[src/psch_pkg.sv]
`default_nettype none

package psch_pkg;

    localparam int SLOTS_DEFAULT = 8;

    localparam int TIME_W   = 64;
    localparam int PERIOD_W = 32;
    localparam int ENTRY_W  = PERIOD_W + TIME_W;
    localparam int ACTION_W = 2;
    localparam int HANDLE_W = 3;
    localparam int MASK_W   = 8;
    localparam int WAIT_W   = 16;

    // stream widths, packed fields rounded up to whole bytes
    localparam int IN_FIELDS_W = 2 * TIME_W + PERIOD_W + HANDLE_W + 2;
    localparam int S_TDATA_W   = ((IN_FIELDS_W + 7) / 8) * 8;
    localparam int OUT_FIELDS_W = MASK_W + WAIT_W + HANDLE_W + 1;
    localparam int M_TDATA_W    = ((OUT_FIELDS_W + 7) / 8) * 8;

    localparam int REM_CNT_W = $clog2(TIME_W + 1);

    localparam logic [WAIT_W-1:0] WAIT_MAX = 16'd50000;
    localparam logic [WAIT_W-1:0] WAIT_MIN = 16'd400;

    localparam logic [ACTION_W-1:0] ACT_SERVICE  = 2'd0;
    localparam logic [ACTION_W-1:0] ACT_REGISTER = 2'd1;
    localparam logic [ACTION_W-1:0] ACT_ADJUST   = 2'd2;

    typedef struct packed {
        logic [ACTION_W-1:0] action;
        logic [TIME_W-1:0]   now_usec;
        logic [TIME_W-1:0]   later_usec;
        logic [PERIOD_W-1:0] interval_usec;
        logic [HANDLE_W-1:0] slot;
        logic                lock_available;
        logic                from_bus_context;
    } psch_item_t;

    typedef struct packed {
        logic [MASK_W-1:0]   fire_mask;
        logic [WAIT_W-1:0]   wait_usec;
        logic [HANDLE_W-1:0] handle;
        logic                ok;
    } psch_result_t;

    typedef enum logic [3:0] {
        ST_IDLE,
        ST_REG,
        ST_ADJ,
        ST_SVC_RD,
        ST_SVC_CMP,
        ST_SVC_CATCH,
        ST_SVC_DIV,
        ST_SVC_SUB,
        ST_SVC_ADD,
        ST_SVC_UPD,
        ST_SVC_W1,
        ST_SVC_W2,
        ST_DONE
    } psch_state_t;

endpackage

`default_nettype wire

[src/psch_slot_mem.sv]
`default_nettype none

module psch_slot_mem #(
    parameter int DEPTH = psch_pkg::SLOTS_DEFAULT,
    localparam int AW = (DEPTH > 1) ? $clog2(DEPTH) : 1
) (
    input  wire logic                         clk,
    input  wire logic                         we,
    input  wire logic [AW-1:0]                waddr,
    input  wire logic [psch_pkg::ENTRY_W-1:0] wdata,
    input  wire logic                         re,
    input  wire logic [AW-1:0]                raddr,
    output logic      [psch_pkg::ENTRY_W-1:0] rdata
);
    import psch_pkg::*;

    // entry: period in the upper bits, deadline in the lower bits
    logic [ENTRY_W-1:0] mem [DEPTH];
    logic [ENTRY_W-1:0] rdata_reg;

    always_ff @(posedge clk)
    begin
        if (we)
        begin
            mem[waddr] <= wdata;
        end
        if (re)
        begin
            rdata_reg <= mem[raddr];
        end
    end

    assign rdata = rdata_reg;

endmodule

`default_nettype wire

[src/psch_rem_unit.sv]
`default_nettype none

module psch_rem_unit (
    input  wire logic                          clk,
    input  wire logic                          rst_n,
    input  wire logic                          start,
    input  wire logic [psch_pkg::TIME_W-1:0]   dividend,
    input  wire logic [psch_pkg::PERIOD_W-1:0] divisor,
    output logic                               done,
    output logic      [psch_pkg::PERIOD_W-1:0] rem
);
    import psch_pkg::*;

    logic                 busy_reg, busy_next;
    logic                 done_reg, done_next;
    logic [REM_CNT_W-1:0] cnt_reg, cnt_next;
    logic [TIME_W-1:0]    dvd_reg, dvd_next;
    logic [PERIOD_W-1:0]  dsr_reg, dsr_next;
    logic [PERIOD_W-1:0]  rem_reg, rem_next;

    logic [PERIOD_W:0]    trial;
    logic                 trial_ge;
    logic [PERIOD_W-1:0]  step_rem;

    // restoring step: one dividend bit per cycle, msb first
    assign trial    = {rem_reg, dvd_reg[TIME_W-1]};
    assign trial_ge = trial >= {1'b0, dsr_reg};
    assign step_rem = trial_ge ? PERIOD_W'(trial - {1'b0, dsr_reg}) : trial[PERIOD_W-1:0];

    always_comb
    begin
        busy_next = busy_reg;
        done_next = 1'b0;
        cnt_next  = cnt_reg;
        dvd_next  = dvd_reg;
        dsr_next  = dsr_reg;
        rem_next  = rem_reg;
        if (start)
        begin
            busy_next = 1'b1;
            cnt_next  = REM_CNT_W'(TIME_W);
            dvd_next  = dividend;
            dsr_next  = divisor;
            rem_next  = '0;
        end
        else if (busy_reg)
        begin
            rem_next = step_rem;
            dvd_next = dvd_reg << 1;
            cnt_next = cnt_reg - 1'b1;
            if (cnt_reg == REM_CNT_W'(1))
            begin
                busy_next = 1'b0;
                done_next = 1'b1;
            end
        end
    end

    always_ff @(posedge clk or negedge rst_n)
    begin
        if (!rst_n)
        begin
            busy_reg <= 1'b0;
            done_reg <= 1'b0;
            cnt_reg  <= '0;
        end
        else
        begin
            busy_reg <= busy_next;
            done_reg <= done_next;
            cnt_reg  <= cnt_next;
        end
    end

    always_ff @(posedge clk)
    begin
        dvd_reg <= dvd_next;
        dsr_reg <= dsr_next;
        rem_reg <= rem_next;
    end

    assign done = done_reg;
    assign rem  = rem_reg;

endmodule

`default_nettype wire

[src/psch_engine.sv]
`default_nettype none

module psch_engine #(
    parameter int SLOTS = psch_pkg::SLOTS_DEFAULT,
    localparam int IDX_W = (SLOTS > 1) ? $clog2(SLOTS) : 1
) (
    input  wire logic                          clk,
    input  wire logic                          rst_n,
    input  wire logic                          item_valid,
    output logic                               item_ready,
    input  wire psch_pkg::psch_item_t          item,
    output logic                               res_valid,
    input  wire logic                          res_take,
    output psch_pkg::psch_result_t             res,
    output logic                               mem_we,
    output logic      [IDX_W-1:0]              mem_waddr,
    output logic      [psch_pkg::ENTRY_W-1:0]  mem_wdata,
    output logic                               mem_re,
    output logic      [IDX_W-1:0]              mem_raddr,
    input  wire logic [psch_pkg::ENTRY_W-1:0]  mem_rdata,
    output logic                               rem_start,
    output logic      [psch_pkg::TIME_W-1:0]   rem_dividend,
    output logic      [psch_pkg::PERIOD_W-1:0] rem_divisor,
    input  wire logic                          rem_done,
    input  wire logic [psch_pkg::PERIOD_W-1:0] rem_value
);
    import psch_pkg::*;

    localparam int SW = (IDX_W > HANDLE_W) ? IDX_W : HANDLE_W;

    psch_state_t         state_reg, state_next;
    psch_item_t          item_reg, item_next;
    logic [SLOTS-1:0]    valid_reg, valid_next;
    logic [IDX_W-1:0]    idx_reg, idx_next;
    logic [TIME_W-1:0]   dl_reg, dl_next;
    logic [PERIOD_W-1:0] per_reg, per_next;
    logic [TIME_W-1:0]   diff_reg, diff_next;
    logic                due_reg, due_next;
    logic                le_reg, le_next;
    logic [TIME_W-1:0]   new_dl_reg, new_dl_next;
    logic [TIME_W-1:0]   earliest_reg, earliest_next;
    logic                any_reg, any_next;
    logic [MASK_W-1:0]   mask_reg, mask_next;
    psch_result_t        res_reg, res_next;

    logic                free_found;
    logic [IDX_W-1:0]    free_idx;
    logic [SW-1:0]       slot_w;
    logic [IDX_W-1:0]    adj_idx;
    logic                adj_in_range;
    logic                last_idx;
    psch_state_t         adv_state;
    logic [IDX_W-1:0]    adv_idx;
    logic [TIME_W-1:0]   now_plus_per;
    logic [TIME_W-1:0]   now_plus_one;
    logic [TIME_W-1:0]   dl_plus_per;
    logic [TIME_W:0]     cmp_diff;
    logic [TIME_W:0]     wait_diff;
    logic [TIME_W-1:0]   rd_dl;
    logic [PERIOD_W-1:0] rd_per;

    // lowest free slot
    always_comb
    begin
        free_found = 1'b0;
        free_idx   = '0;
        for (int i = SLOTS - 1; i >= 0; i--)
        begin
            if (!valid_reg[i])
            begin
                free_found = 1'b1;
                free_idx   = IDX_W'(i);
            end
        end
    end

    assign slot_w       = SW'(item_reg.slot);
    assign adj_idx      = slot_w[IDX_W-1:0];
    assign adj_in_range = 32'(item_reg.slot) < SLOTS;

    assign last_idx  = idx_reg == IDX_W'(SLOTS - 1);
    assign adv_state = last_idx ? ST_SVC_W1 : ST_SVC_RD;
    assign adv_idx   = last_idx ? idx_reg : idx_reg + 1'b1;

    assign now_plus_per = item_reg.now_usec + TIME_W'(item_reg.interval_usec);
    assign now_plus_one = item_reg.now_usec + TIME_W'(1);
    assign dl_plus_per  = dl_reg + TIME_W'(per_reg);

    assign rd_dl     = mem_rdata[TIME_W-1:0];
    assign rd_per    = mem_rdata[ENTRY_W-1:TIME_W];
    // borrow set means now is before the deadline
    assign cmp_diff  = {1'b0, item_reg.now_usec} - {1'b0, rd_dl};
    assign wait_diff = {1'b0, earliest_reg} - {1'b0, item_reg.later_usec};

    always_comb
    begin
        state_next    = state_reg;
        item_next     = item_reg;
        valid_next    = valid_reg;
        idx_next      = idx_reg;
        dl_next       = dl_reg;
        per_next      = per_reg;
        diff_next     = diff_reg;
        due_next      = due_reg;
        le_next       = le_reg;
        new_dl_next   = new_dl_reg;
        earliest_next = earliest_reg;
        any_next      = any_reg;
        mask_next     = mask_reg;
        res_next      = res_reg;
        mem_we        = 1'b0;
        mem_waddr     = idx_reg;
        mem_wdata     = {per_reg, new_dl_reg};
        mem_re        = 1'b0;
        rem_start     = 1'b0;

        unique case (state_reg)
            ST_IDLE:
            begin
                if (item_valid)
                begin
                    item_next = item;
                    idx_next  = '0;
                    mask_next = '0;
                    any_next  = 1'b0;
                    unique case (item.action)
                        ACT_SERVICE:  state_next = ST_SVC_RD;
                        ACT_REGISTER: state_next = ST_REG;
                        ACT_ADJUST:   state_next = ST_ADJ;
                        default:
                        begin
                            res_next   = '0;
                            state_next = ST_DONE;
                        end
                    endcase
                end
            end

            ST_REG:
            begin
                res_next = '0;
                if (free_found)
                begin
                    valid_next[free_idx] = 1'b1;
                    mem_we          = 1'b1;
                    mem_waddr       = free_idx;
                    mem_wdata       = {item_reg.interval_usec, now_plus_per};
                    res_next.handle = HANDLE_W'(free_idx);
                    res_next.ok     = 1'b1;
                end
                state_next = ST_DONE;
            end

            ST_ADJ:
            begin
                res_next = '0;
                if (item_reg.from_bus_context && adj_in_range && valid_reg[adj_idx])
                begin
                    mem_we      = 1'b1;
                    mem_waddr   = adj_idx;
                    mem_wdata   = {item_reg.interval_usec, now_plus_per};
                    res_next.ok = 1'b1;
                end
                state_next = ST_DONE;
            end

            ST_SVC_RD:
            begin
                if (valid_reg[idx_reg])
                begin
                    mem_re     = 1'b1;
                    state_next = ST_SVC_CMP;
                end
                else
                begin
                    idx_next   = adv_idx;
                    state_next = adv_state;
                end
            end

            ST_SVC_CMP:
            begin
                dl_next    = rd_dl;
                per_next   = rd_per;
                diff_next  = cmp_diff[TIME_W-1:0];
                due_next   = !cmp_diff[TIME_W];
                state_next = ST_SVC_CATCH;
            end

            ST_SVC_CATCH:
            begin
                state_next = ST_SVC_UPD;
                if (!due_reg)
                begin
                    new_dl_next = dl_reg;
                end
                else if (per_reg == '0)
                begin
                    new_dl_next = now_plus_one;
                end
                else if (diff_reg < TIME_W'(per_reg))
                begin
                    // within one period: a single step catches up
                    new_dl_next = dl_plus_per;
                end
                else
                begin
                    rem_start  = 1'b1;
                    state_next = ST_SVC_DIV;
                end
            end

            ST_SVC_DIV:
            begin
                if (rem_done)
                begin
                    state_next = ST_SVC_SUB;
                end
            end

            ST_SVC_SUB:
            begin
                // next deadline = now - ((now - deadline) mod period) + period
                new_dl_next = item_reg.now_usec - TIME_W'(rem_value);
                state_next  = ST_SVC_ADD;
            end

            ST_SVC_ADD:
            begin
                new_dl_next = new_dl_reg + TIME_W'(per_reg);
                state_next  = ST_SVC_UPD;
            end

            ST_SVC_UPD:
            begin
                if (due_reg)
                begin
                    mem_we = 1'b1;
                    if (item_reg.lock_available)
                    begin
                        // slots past the mask width shift out to zero
                        mask_next = mask_reg | (MASK_W'(1) << idx_reg);
                    end
                end
                if (!any_reg || (new_dl_reg < earliest_reg))
                begin
                    earliest_next = new_dl_reg;
                    any_next      = 1'b1;
                end
                idx_next   = adv_idx;
                state_next = adv_state;
            end

            ST_SVC_W1:
            begin
                res_next.fire_mask = mask_reg;
                res_next.handle    = '0;
                res_next.ok        = 1'b1;
                if (!any_reg)
                begin
                    res_next.wait_usec = WAIT_MAX;
                    state_next         = ST_DONE;
                end
                else
                begin
                    diff_next  = wait_diff[TIME_W-1:0];
                    le_next    = wait_diff[TIME_W] || (wait_diff[TIME_W-1:0] == '0);
                    state_next = ST_SVC_W2;
                end
            end

            ST_SVC_W2:
            begin
                if (le_reg || (diff_reg < TIME_W'(WAIT_MIN)))
                begin
                    res_next.wait_usec = WAIT_MIN;
                end
                else if (diff_reg < TIME_W'(WAIT_MAX))
                begin
                    res_next.wait_usec = diff_reg[WAIT_W-1:0];
                end
                else
                begin
                    res_next.wait_usec = WAIT_MAX;
                end
                state_next = ST_DONE;
            end

            ST_DONE:
            begin
                if (res_take)
                begin
                    state_next = ST_IDLE;
                end
            end

            default:
            begin
                state_next = ST_IDLE;
            end
        endcase
    end

    always_ff @(posedge clk or negedge rst_n)
    begin
        if (!rst_n)
        begin
            state_reg <= ST_IDLE;
            valid_reg <= '0;
        end
        else
        begin
            state_reg <= state_next;
            valid_reg <= valid_next;
        end
    end

    always_ff @(posedge clk)
    begin
        item_reg     <= item_next;
        idx_reg      <= idx_next;
        dl_reg       <= dl_next;
        per_reg      <= per_next;
        diff_reg     <= diff_next;
        due_reg      <= due_next;
        le_reg       <= le_next;
        new_dl_reg   <= new_dl_next;
        earliest_reg <= earliest_next;
        any_reg      <= any_next;
        mask_reg     <= mask_next;
        res_reg      <= res_next;
    end

    assign item_ready   = state_reg == ST_IDLE;
    assign res_valid    = state_reg == ST_DONE;
    assign res          = res_reg;
    assign mem_raddr    = idx_reg;
    assign rem_dividend = diff_reg;
    assign rem_divisor  = per_reg;

endmodule

`default_nettype wire

[src/periodic_slot_scheduler.sv]
// channel   dir  handshake                      payload
// s_axis    in   s_axis_tvalid / s_axis_tready  tuser: action; tdata: now, later, period,
//                                               slot, lock_available, from_bus_context
// m_axis    out  m_axis_tvalid / m_axis_tready  tdata: fire_mask, wait_usec, handle, ok
//
// one transaction in at a time; a service pass skips free slots and, for each valid slot,
// reads, compares, catches up and writes back when due, then works out the wait
// a due slot that lags a full period or more also goes through the bit-serial remainder unit
// reset clears the valid bits and the handshake state; the slot memory is not cleared
// a held result sits in the output register while the next transaction is worked on

`default_nettype none

module periodic_slot_scheduler #(
    parameter int SLOTS = psch_pkg::SLOTS_DEFAULT
) (
    input  wire logic                           clk,
    input  wire logic                           rst_n,
    input  wire logic                           s_axis_tvalid,
    output logic                                s_axis_tready,
    // now_usec, later_usec, interval_usec, slot, lock_available, from_bus_context, zero pad
    input  wire logic [psch_pkg::S_TDATA_W-1:0] s_axis_tdata,
    // action
    input  wire logic [psch_pkg::ACTION_W-1:0]  s_axis_tuser,
    output logic                                m_axis_tvalid,
    input  wire logic                           m_axis_tready,
    // fire_mask, wait_usec, handle, ok, zero pad
    output logic      [psch_pkg::M_TDATA_W-1:0] m_axis_tdata
);
    import psch_pkg::*;

    localparam int IDX_W = (SLOTS > 1) ? $clog2(SLOTS) : 1;

    psch_item_t          item;
    psch_result_t        res;
    logic                res_valid;
    logic                res_take;

    logic                mem_we;
    logic [IDX_W-1:0]    mem_waddr;
    logic [ENTRY_W-1:0]  mem_wdata;
    logic                mem_re;
    logic [IDX_W-1:0]    mem_raddr;
    logic [ENTRY_W-1:0]  mem_rdata;

    logic                rem_start;
    logic [TIME_W-1:0]   rem_dividend;
    logic [PERIOD_W-1:0] rem_divisor;
    logic                rem_done;
    logic [PERIOD_W-1:0] rem_value;

    // output register, filled when empty or drained in the same cycle
    logic                m_valid_reg, m_valid_next;
    psch_result_t        m_res_reg, m_res_next;

    // unpack the input transaction
    assign item.action           = s_axis_tuser;
    assign item.now_usec         = s_axis_tdata[63:0];
    assign item.later_usec       = s_axis_tdata[127:64];
    assign item.interval_usec    = s_axis_tdata[159:128];
    assign item.slot             = s_axis_tdata[162:160];
    assign item.lock_available   = s_axis_tdata[163];
    assign item.from_bus_context = s_axis_tdata[164];

    psch_engine #(
        .SLOTS (SLOTS)
    ) u_engine (
        .clk          (clk),
        .rst_n        (rst_n),
        .item_valid   (s_axis_tvalid),
        .item_ready   (s_axis_tready),
        .item         (item),
        .res_valid    (res_valid),
        .res_take     (res_take),
        .res          (res),
        .mem_we       (mem_we),
        .mem_waddr    (mem_waddr),
        .mem_wdata    (mem_wdata),
        .mem_re       (mem_re),
        .mem_raddr    (mem_raddr),
        .mem_rdata    (mem_rdata),
        .rem_start    (rem_start),
        .rem_dividend (rem_dividend),
        .rem_divisor  (rem_divisor),
        .rem_done     (rem_done),
        .rem_value    (rem_value)
    );

    // period and deadline per slot, one read port, one write port
    psch_slot_mem #(
        .DEPTH (SLOTS)
    ) u_slot_mem (
        .clk   (clk),
        .we    (mem_we),
        .waddr (mem_waddr),
        .wdata (mem_wdata),
        .re    (mem_re),
        .raddr (mem_raddr),
        .rdata (mem_rdata)
    );

    // (now - deadline) mod period for slots one period or more late
    psch_rem_unit u_rem_unit (
        .clk      (clk),
        .rst_n    (rst_n),
        .start    (rem_start),
        .dividend (rem_dividend),
        .divisor  (rem_divisor),
        .done     (rem_done),
        .rem      (rem_value)
    );

    assign res_take = res_valid && (!m_valid_reg || m_axis_tready);

    always_comb
    begin
        m_valid_next = m_valid_reg;
        m_res_next   = m_res_reg;
        if (res_take)
        begin
            m_valid_next = 1'b1;
            m_res_next   = res;
        end
        else if (m_axis_tready)
        begin
            m_valid_next = 1'b0;
        end
    end

    always_ff @(posedge clk or negedge rst_n)
    begin
        if (!rst_n)
        begin
            m_valid_reg <= 1'b0;
        end
        else
        begin
            m_valid_reg <= m_valid_next;
        end
    end

    always_ff @(posedge clk)
    begin
        m_res_reg <= m_res_next;
    end

    assign m_axis_tvalid = m_valid_reg;
    assign m_axis_tdata  = {(M_TDATA_W - OUT_FIELDS_W)'(0), m_res_reg.ok, m_res_reg.handle,
                            m_res_reg.wait_usec, m_res_reg.fire_mask};

endmodule

`default_nettype wire

[config.mk]
export PLATFORM = sky130hd
export DESIGN_NAME = periodic_slot_scheduler
export DESIGN_NICKNAME = d
export VERILOG_FILES = /design/src/psch_pkg.sv /design/src/psch_slot_mem.sv /design/src/psch_rem_unit.sv /design/src/psch_engine.sv /design/src/periodic_slot_scheduler.sv
export SDC_FILE = /design/constraint.sdc
export NUM_CORES = 2
export LEC_CHECK = 0
export ABC_CLOCK_PERIOD_IN_PS = 11300
export BUFFER_PORTS_ARGS = -buffer_cell sky130_fd_sc_hd__buf_2
export CAP_MARGIN = 10
export CORE_MARGIN = 1.5
export CORE_UTILIZATION = 50
export DETAILED_ROUTE_END_ITERATION = 16
export PLACE_DENSITY = 0.69
export SYNTH_ARGS = -nofsm -noshare
export SYNTH_HDL_FRONTEND = slang
export SYNTH_SLANG_ARGS = --single-unit
export TNS_END_PERCENT = 1
[constraint.sdc]
create_clock -name clk -period 11.3 [get_ports clk]
set_input_delay 1.695 -clock clk [delete_from_list [all_inputs] [get_ports clk]]
set_output_delay 1.695 -clock clk [all_outputs]
set_load 0.1 [all_outputs]
== Word-level counts from Yosys, hierarchy flattened ==
Memory sizes are Yosys's and may differ from the RTL's. A register that Yosys moved wholly into a read port is not among the register bits.
Index checks and enable logic that the tools add are counted.

* Register bits: 673
* Bits in writable memories: 768
* Input bits: 174
* Logic and storage cells: 212
* Memories kept: 1

* $add $sub $neg: 10
* $lt $le $gt $ge: 9
* Equal/unequal tests: 27
* Shift-type cells: 1
* Muxes and demuxes: 90
* Bitwise gates (word level): 2
* Reduce and logical (&&, ||, !) cells: 39

{| class="wikitable"
|+ Memory list
! name !! words !! bits a word !! rd ports !! clocked after memory_dff !! wr ports !! line !! RTL
|-
| u_slot_mem.mem || 8 || 96 || 1 || 1 || 1 || psch_slot_mem.sv:18 || <nowiki>logic [ENTRY_W-1:0] mem [DEPTH];</nowiki>
|}

{| class="wikitable"
|+ Operator list
! cell !! number
|-
| $mux W64 || 6
|-
| $add A64 B32 Y64 || 3
|-
| $mux W96 || 2
|-
| $pmux W64 S3 || 1
|-
| $pmux W96 S2 || 1
|-
| $sub A64 B64 Y65 || 2
|-
| $pmux W64 S2 || 1
|-
| $add A64 B1 Y64 const B || 1
|-
| $logic_not A64 Y1 || 1
|-
| $lt A64 B16 Y1 const B || 1
|-
| $lt A64 B32 Y1 || 1
|-
| $lt A64 B64 Y1 || 1
|-
| $lt A64 B9 Y1 const B || 1
|-
| $pmux W16 S4 || 1
|-
| $sub A64 B32 Y64 || 1
|-
| $mux W28 || 2
|-
| $mux W16 || 3
|-
| $pmux W4 S11 || 1
|-
| $mux W3 || 14
|-
| $mux W4 || 9
|-
| $ge A33 B32 Y1 || 1
|-
| $logic_not A32 Y1 || 1
|-
| $mux W1 || 32
|-
| $mux W32 || 1
|-
| 43 further kinds || 90
|}

== Longest topological paths before layout ==
* Word-level depth: 13
* Mapped depth: 16
* Mapped depth without buffers: 16

== Hierarchy ==
From an unflattened synthesis, not the netlist that was laid out.

* Cells, all modules: 6513
* Area total of the unflattened synthesis: 81550.7 um^2

{| class="wikitable"
|+ Modules (own cells, without submodules)
! module !! times used !! cells an instance !! area each (um^2) !! seq. area each (um^2)
|-
| psch_engine || 1 || 4619 || 41522.3 || 15164.5
|-
| psch_slot_mem || 1 || 1219 || 31766.7 || 25944.9
|-
| psch_rem_unit || 1 || 638 || 7343.3 || 3748.6
|-
| periodic_slot_scheduler || 1 || 37 || 918.4 || 865.8
|}

== Worst setup path after synthesis ==
Ideal clock, no wire load.

* Kind: reg-to-reg
* Start: reg u_engine.idx_reg[0], in the netlist u_engine.mem_raddr[0]
* End: reg u_engine.idx_reg[0], in the netlist u_engine.mem_raddr[0] (enable)
* Data arrival time: 10804 ps
* Path slack: -298 ps
* Stages on the path, launching flop included: 6
* Path buffers: 1
* Clock period less this slack: 11598 ps
* Cell sequence: edfxtp_1 clkbuf_1 mux4_2 mux2i_1 nor4_1 a21oi_1

* Word-level cells in the longest chain between the ends: 4

{| class="wikitable"
|+ RTL lines
! element !! line !! RTL
|-
| start: declaration || psch_engine.sv:34 || <nowiki>logic [IDX_W-1:0] idx_reg, idx_next;</nowiki>
|-
| start signal: assignment || psch_engine.sv:321 || <nowiki>idx_reg <= idx_next;</nowiki>
|-
| $bmux W1 S3 || psch_engine.sv:169 || <nowiki>if (valid_reg[idx_reg])</nowiki>
|-
| $mux W1 (not written as such) || psch_engine.sv:169 ||
|-
| $ne A2 B2 Y1 (no line) || - ||
|-
| $reduce_and A3 Y1 (no line) || - ||
|}

No other way between the ends. The select of a mux whose other input is x is not followed.
A chain may end at the register's enable or synchronous reset.

== Final worst setup path ==
* Start: reg u_engine.earliest_reg[24]
* End: reg u_engine.le_reg, data pin

* Word-level cells in the longest chain between the ends: 3

{| class="wikitable"
|+ RTL lines
! element !! line !! RTL
|-
| start: declaration || psch_engine.sv:41 || <nowiki>logic [TIME_W-1:0] earliest_reg, earliest_next;</nowiki>
|-
| start signal: assignment || psch_engine.sv:328 || <nowiki>earliest_reg <= earliest_next;</nowiki>
|-
| $sub A64 B64 Y65 * || psch_engine.sv:93 || <nowiki>assign wait_diff = {1'b0, earliest_reg} - {1'b0, item_reg.later_usec};</nowiki>
|-
| $logic_not A64 Y1 || psch_engine.sv:267 || <nowiki>le_next = wait_diff[TIME_W] || (wait_diff[TIME_W-1:0] == '0);</nowiki>
|-
| $logic_or A1 B1 Y1 * || psch_engine.sv:267 ||
|-
| end signal: assignment || psch_engine.sv:326 || <nowiki>le_reg <= le_next;</nowiki>
|-
| end: declaration || psch_engine.sv:39 || <nowiki>logic le_reg, le_next;</nowiki>
|}

Mark *: on every way between the ends. The rest lies on a longest branch, timed or not.

==> impl_metrics.ini <==
[floorplanning]
die_h_um = 403
core_um2 = 159000
dieArea_um2 = 163000
ios = 208
rows = 146
die_x_um = 403
start_util = 0.505

[yosys]
synth_edf_count = 1483
synthArstFlopShare = 0.0143
synthCells = 6707
synth_ff_type = edfxtp_1
synthesis.area_um2 = 80200
synth_seq_cells = 1537
synth-seq-area-share = 0.570
yosysWarnings = 0
synth.avg_cell_area_um2 = 12.0
synth.distinct_cells = 96

[grt]
track_usage = 0.284
grt_pass1_vias = 54000
overflow = 0
grt_max_degree = 123
antenna_found_initial = 8
grt_pass1_wl_mm = 343

[sta]
hold_violations = 0
min_period_over_period = 0.509
maxSlewViolCount = 0
slew_headroom = 0.193
tightest_slew_ns = 1.20
finalClockSkew_ns = 0.0653
setup_viol = 0
hold_slack_ns = 0.408
min_period_ns = 5.75
fin_tns_setup_ns = 0
rsz0062_at_grt = no
max_freq_mhz = 174

[route]
totalWireLength_mm = 234
drc = 0
first_pass_iters = 7
ant_nets = 0
first_iter_violations = 7088
routed_via_density = 6.22
wl_per_cell_um = 25.8
vias = 56400

[cts]
cts_tree = yes
htree_levels = 4
cts_buffers = 163
post-cts-setup-buffer-count = 0
cts_resized = 0
cts.path.max_buffers = 3
root_buffer = clkbuf_16
clkTransAtPathRegs_ns = 0.06
worstSkewPairLatency_ns = 0.84
hold_buffers = 0
cts_sinks = 1537

[critical_path]
arrival_ns = 6.24
r2r_cells = 13
crit_path_end_kind = flip-flop
crit_type = flip-flop to flip-flop
reg2reg_slack_ns = 5.55
worstPathRequired_ns = 11.79
cp-start-kind = flip-flop
worstPathMaxFanout = 8

[finish]
largest_register_ffs = 768
final_nets = 7430
layout_common_cells = edfxtp_1, nand2_1, a21oi_1
postLayoutCoreUtil = 0.561
area_delta_synth_final_pct = 11.1
drive_gt1_frac = 0.116
layout_commonest_cell = edfxtp_1

[power_and_ir_drop]
power.total_mw = 23.2
power_density_nw_per_um2 = 261
vdd_ir_drop_max_v = 0.000201
p_leak_nw = 33.4

[worst_hold_path]
min_path_type = flip-flop to flip-flop
min_delay_path_depth = 0

[place]
dp_hpwl_mm = 168
gp_congestion = 0.999
port-buffer-count = 200

[job]
drv_cap = 0

[outcome]
status = complete, no violations
## kinds of logic after synthesis
family | after synthesis | share of synthesized area
AO/OA/AOI/OAI | 1530 | 0.120
buffers and inverters | 670 | 0.0319
multiplexers | 223 | 0.0586
adder cells (fa/ha/maj) | 396 | 0.0625
AND/OR/NAND/NOR | 1936 | 0.111
XOR/XNOR | 414 | 0.0453
other | 1 | 0.0000468
flip-flops | 1537 | 0.570
## synthesized netlist by cell type (34+ instances only)
master       n  area (um2)
edfxtp_1  1483       44500
nand2_1    902        3390
a21oi_1    478        2390
ha_1       389        4870
inv_1      384        1440
nor2_1     354        1330
o21ai_0    307        1540
xnor2_1    241        2110
clkbuf_1   217         815
mux4_2     196        4410
a21o_1     189        1420
xor2_1     172        1510
nand3_1    132         661
nand4_1     91         569
nor3_1      74         370
nand2b_1    70         438
o21ai_1     67         335
and3_1      63         394
o211ai_1    50         375
o21bai_1    50         375
and2_1      47         294
a31oi_1     46         288
buf_1       45         169
nor2b_1     45         282
nor4_1      42         263
a211oi_1    41         308
o221ai_1    40         350
o21a_1      34         255
## worst paths after layout
path / to / start
setup / recovery: u_engine.le_reg$_DFFE_PP_ / u_engine.earliest_reg[24]$_DFFE_PP_
hold / removal: m_axis_tdata[15]$_DFFE_PP_ / u_engine.res[11]$_DFFE_PP_
setup reg to reg: u_engine.le_reg$_DFFE_PP_ / u_engine.earliest_reg[24]$_DFFE_PP_
hold reg to reg: m_axis_tdata[15]$_DFFE_PP_ / u_engine.res[11]$_DFFE_PP_
max in group asynchronous: u_rem_unit.busy_reg$_DFF_PN0_ / rst_n
min in group asynchronous: u_engine.valid_reg[3]$_DFFE_PN0P_ / rst_n
## worst max-delay path: stages (launching register included)
cell	delay, ns
edfxtp_1	0.44
ha_1	0.48
nand2_1	0.17
nor4_2	0.58
nor4b_2	0.54
o2111ai_1	0.41
a31oi_1	0.45
o21ai_1	0.23
o41ai_2	0.44
nand3_1	0.18
o31ai_1	0.31
xor2_1	0.17
nand4b_1	0.21
o41ai_2	0.81
## final cells by class
class / count / area, um2
clock inverters: 114 / 1440
repair buffers: 269 / 1610
clock buffers: 184 / 4200
well taps: 2072 / 2590
diodes: 4 / 10.0
multi-input cells: 4503 / 32100
flip-flops and latches: 1537 / 45700
fillers: 12800 / 69700
inverters: 386 / 1460
## power breakdown
part           internal (mW)  switching (mW)  total (mW)
clock                   3.22            2.35        5.57
combinational           3.02            5.44        8.47
sequential              8.19           0.990        9.18
total                   14.4            8.79        23.2
## routing by layer
metal,vias to the layer above,part of all wire,track usage
met5,-,0.000086,0
met4,2,0.034,0.0963
met3,445,0.11,0.0611
met2,3011,0.44,0.423
met1,27600,0.42,0.413
li1,25300,-,-
## metrics by stage
stage          setup WS (ns)  instance area, um2  cells
3_5_place_dp            5.52               83400   8765
6_report                5.55               89100   9069
5_1_grt                 5.39               89100   9065
3_3_place_gp            5.58               83400   8765
2_1_floorplan           1.97               80200   6710
4_1_cts                 5.52               89100   9063
No activity file was read; power rests on OpenSTA's default activity.
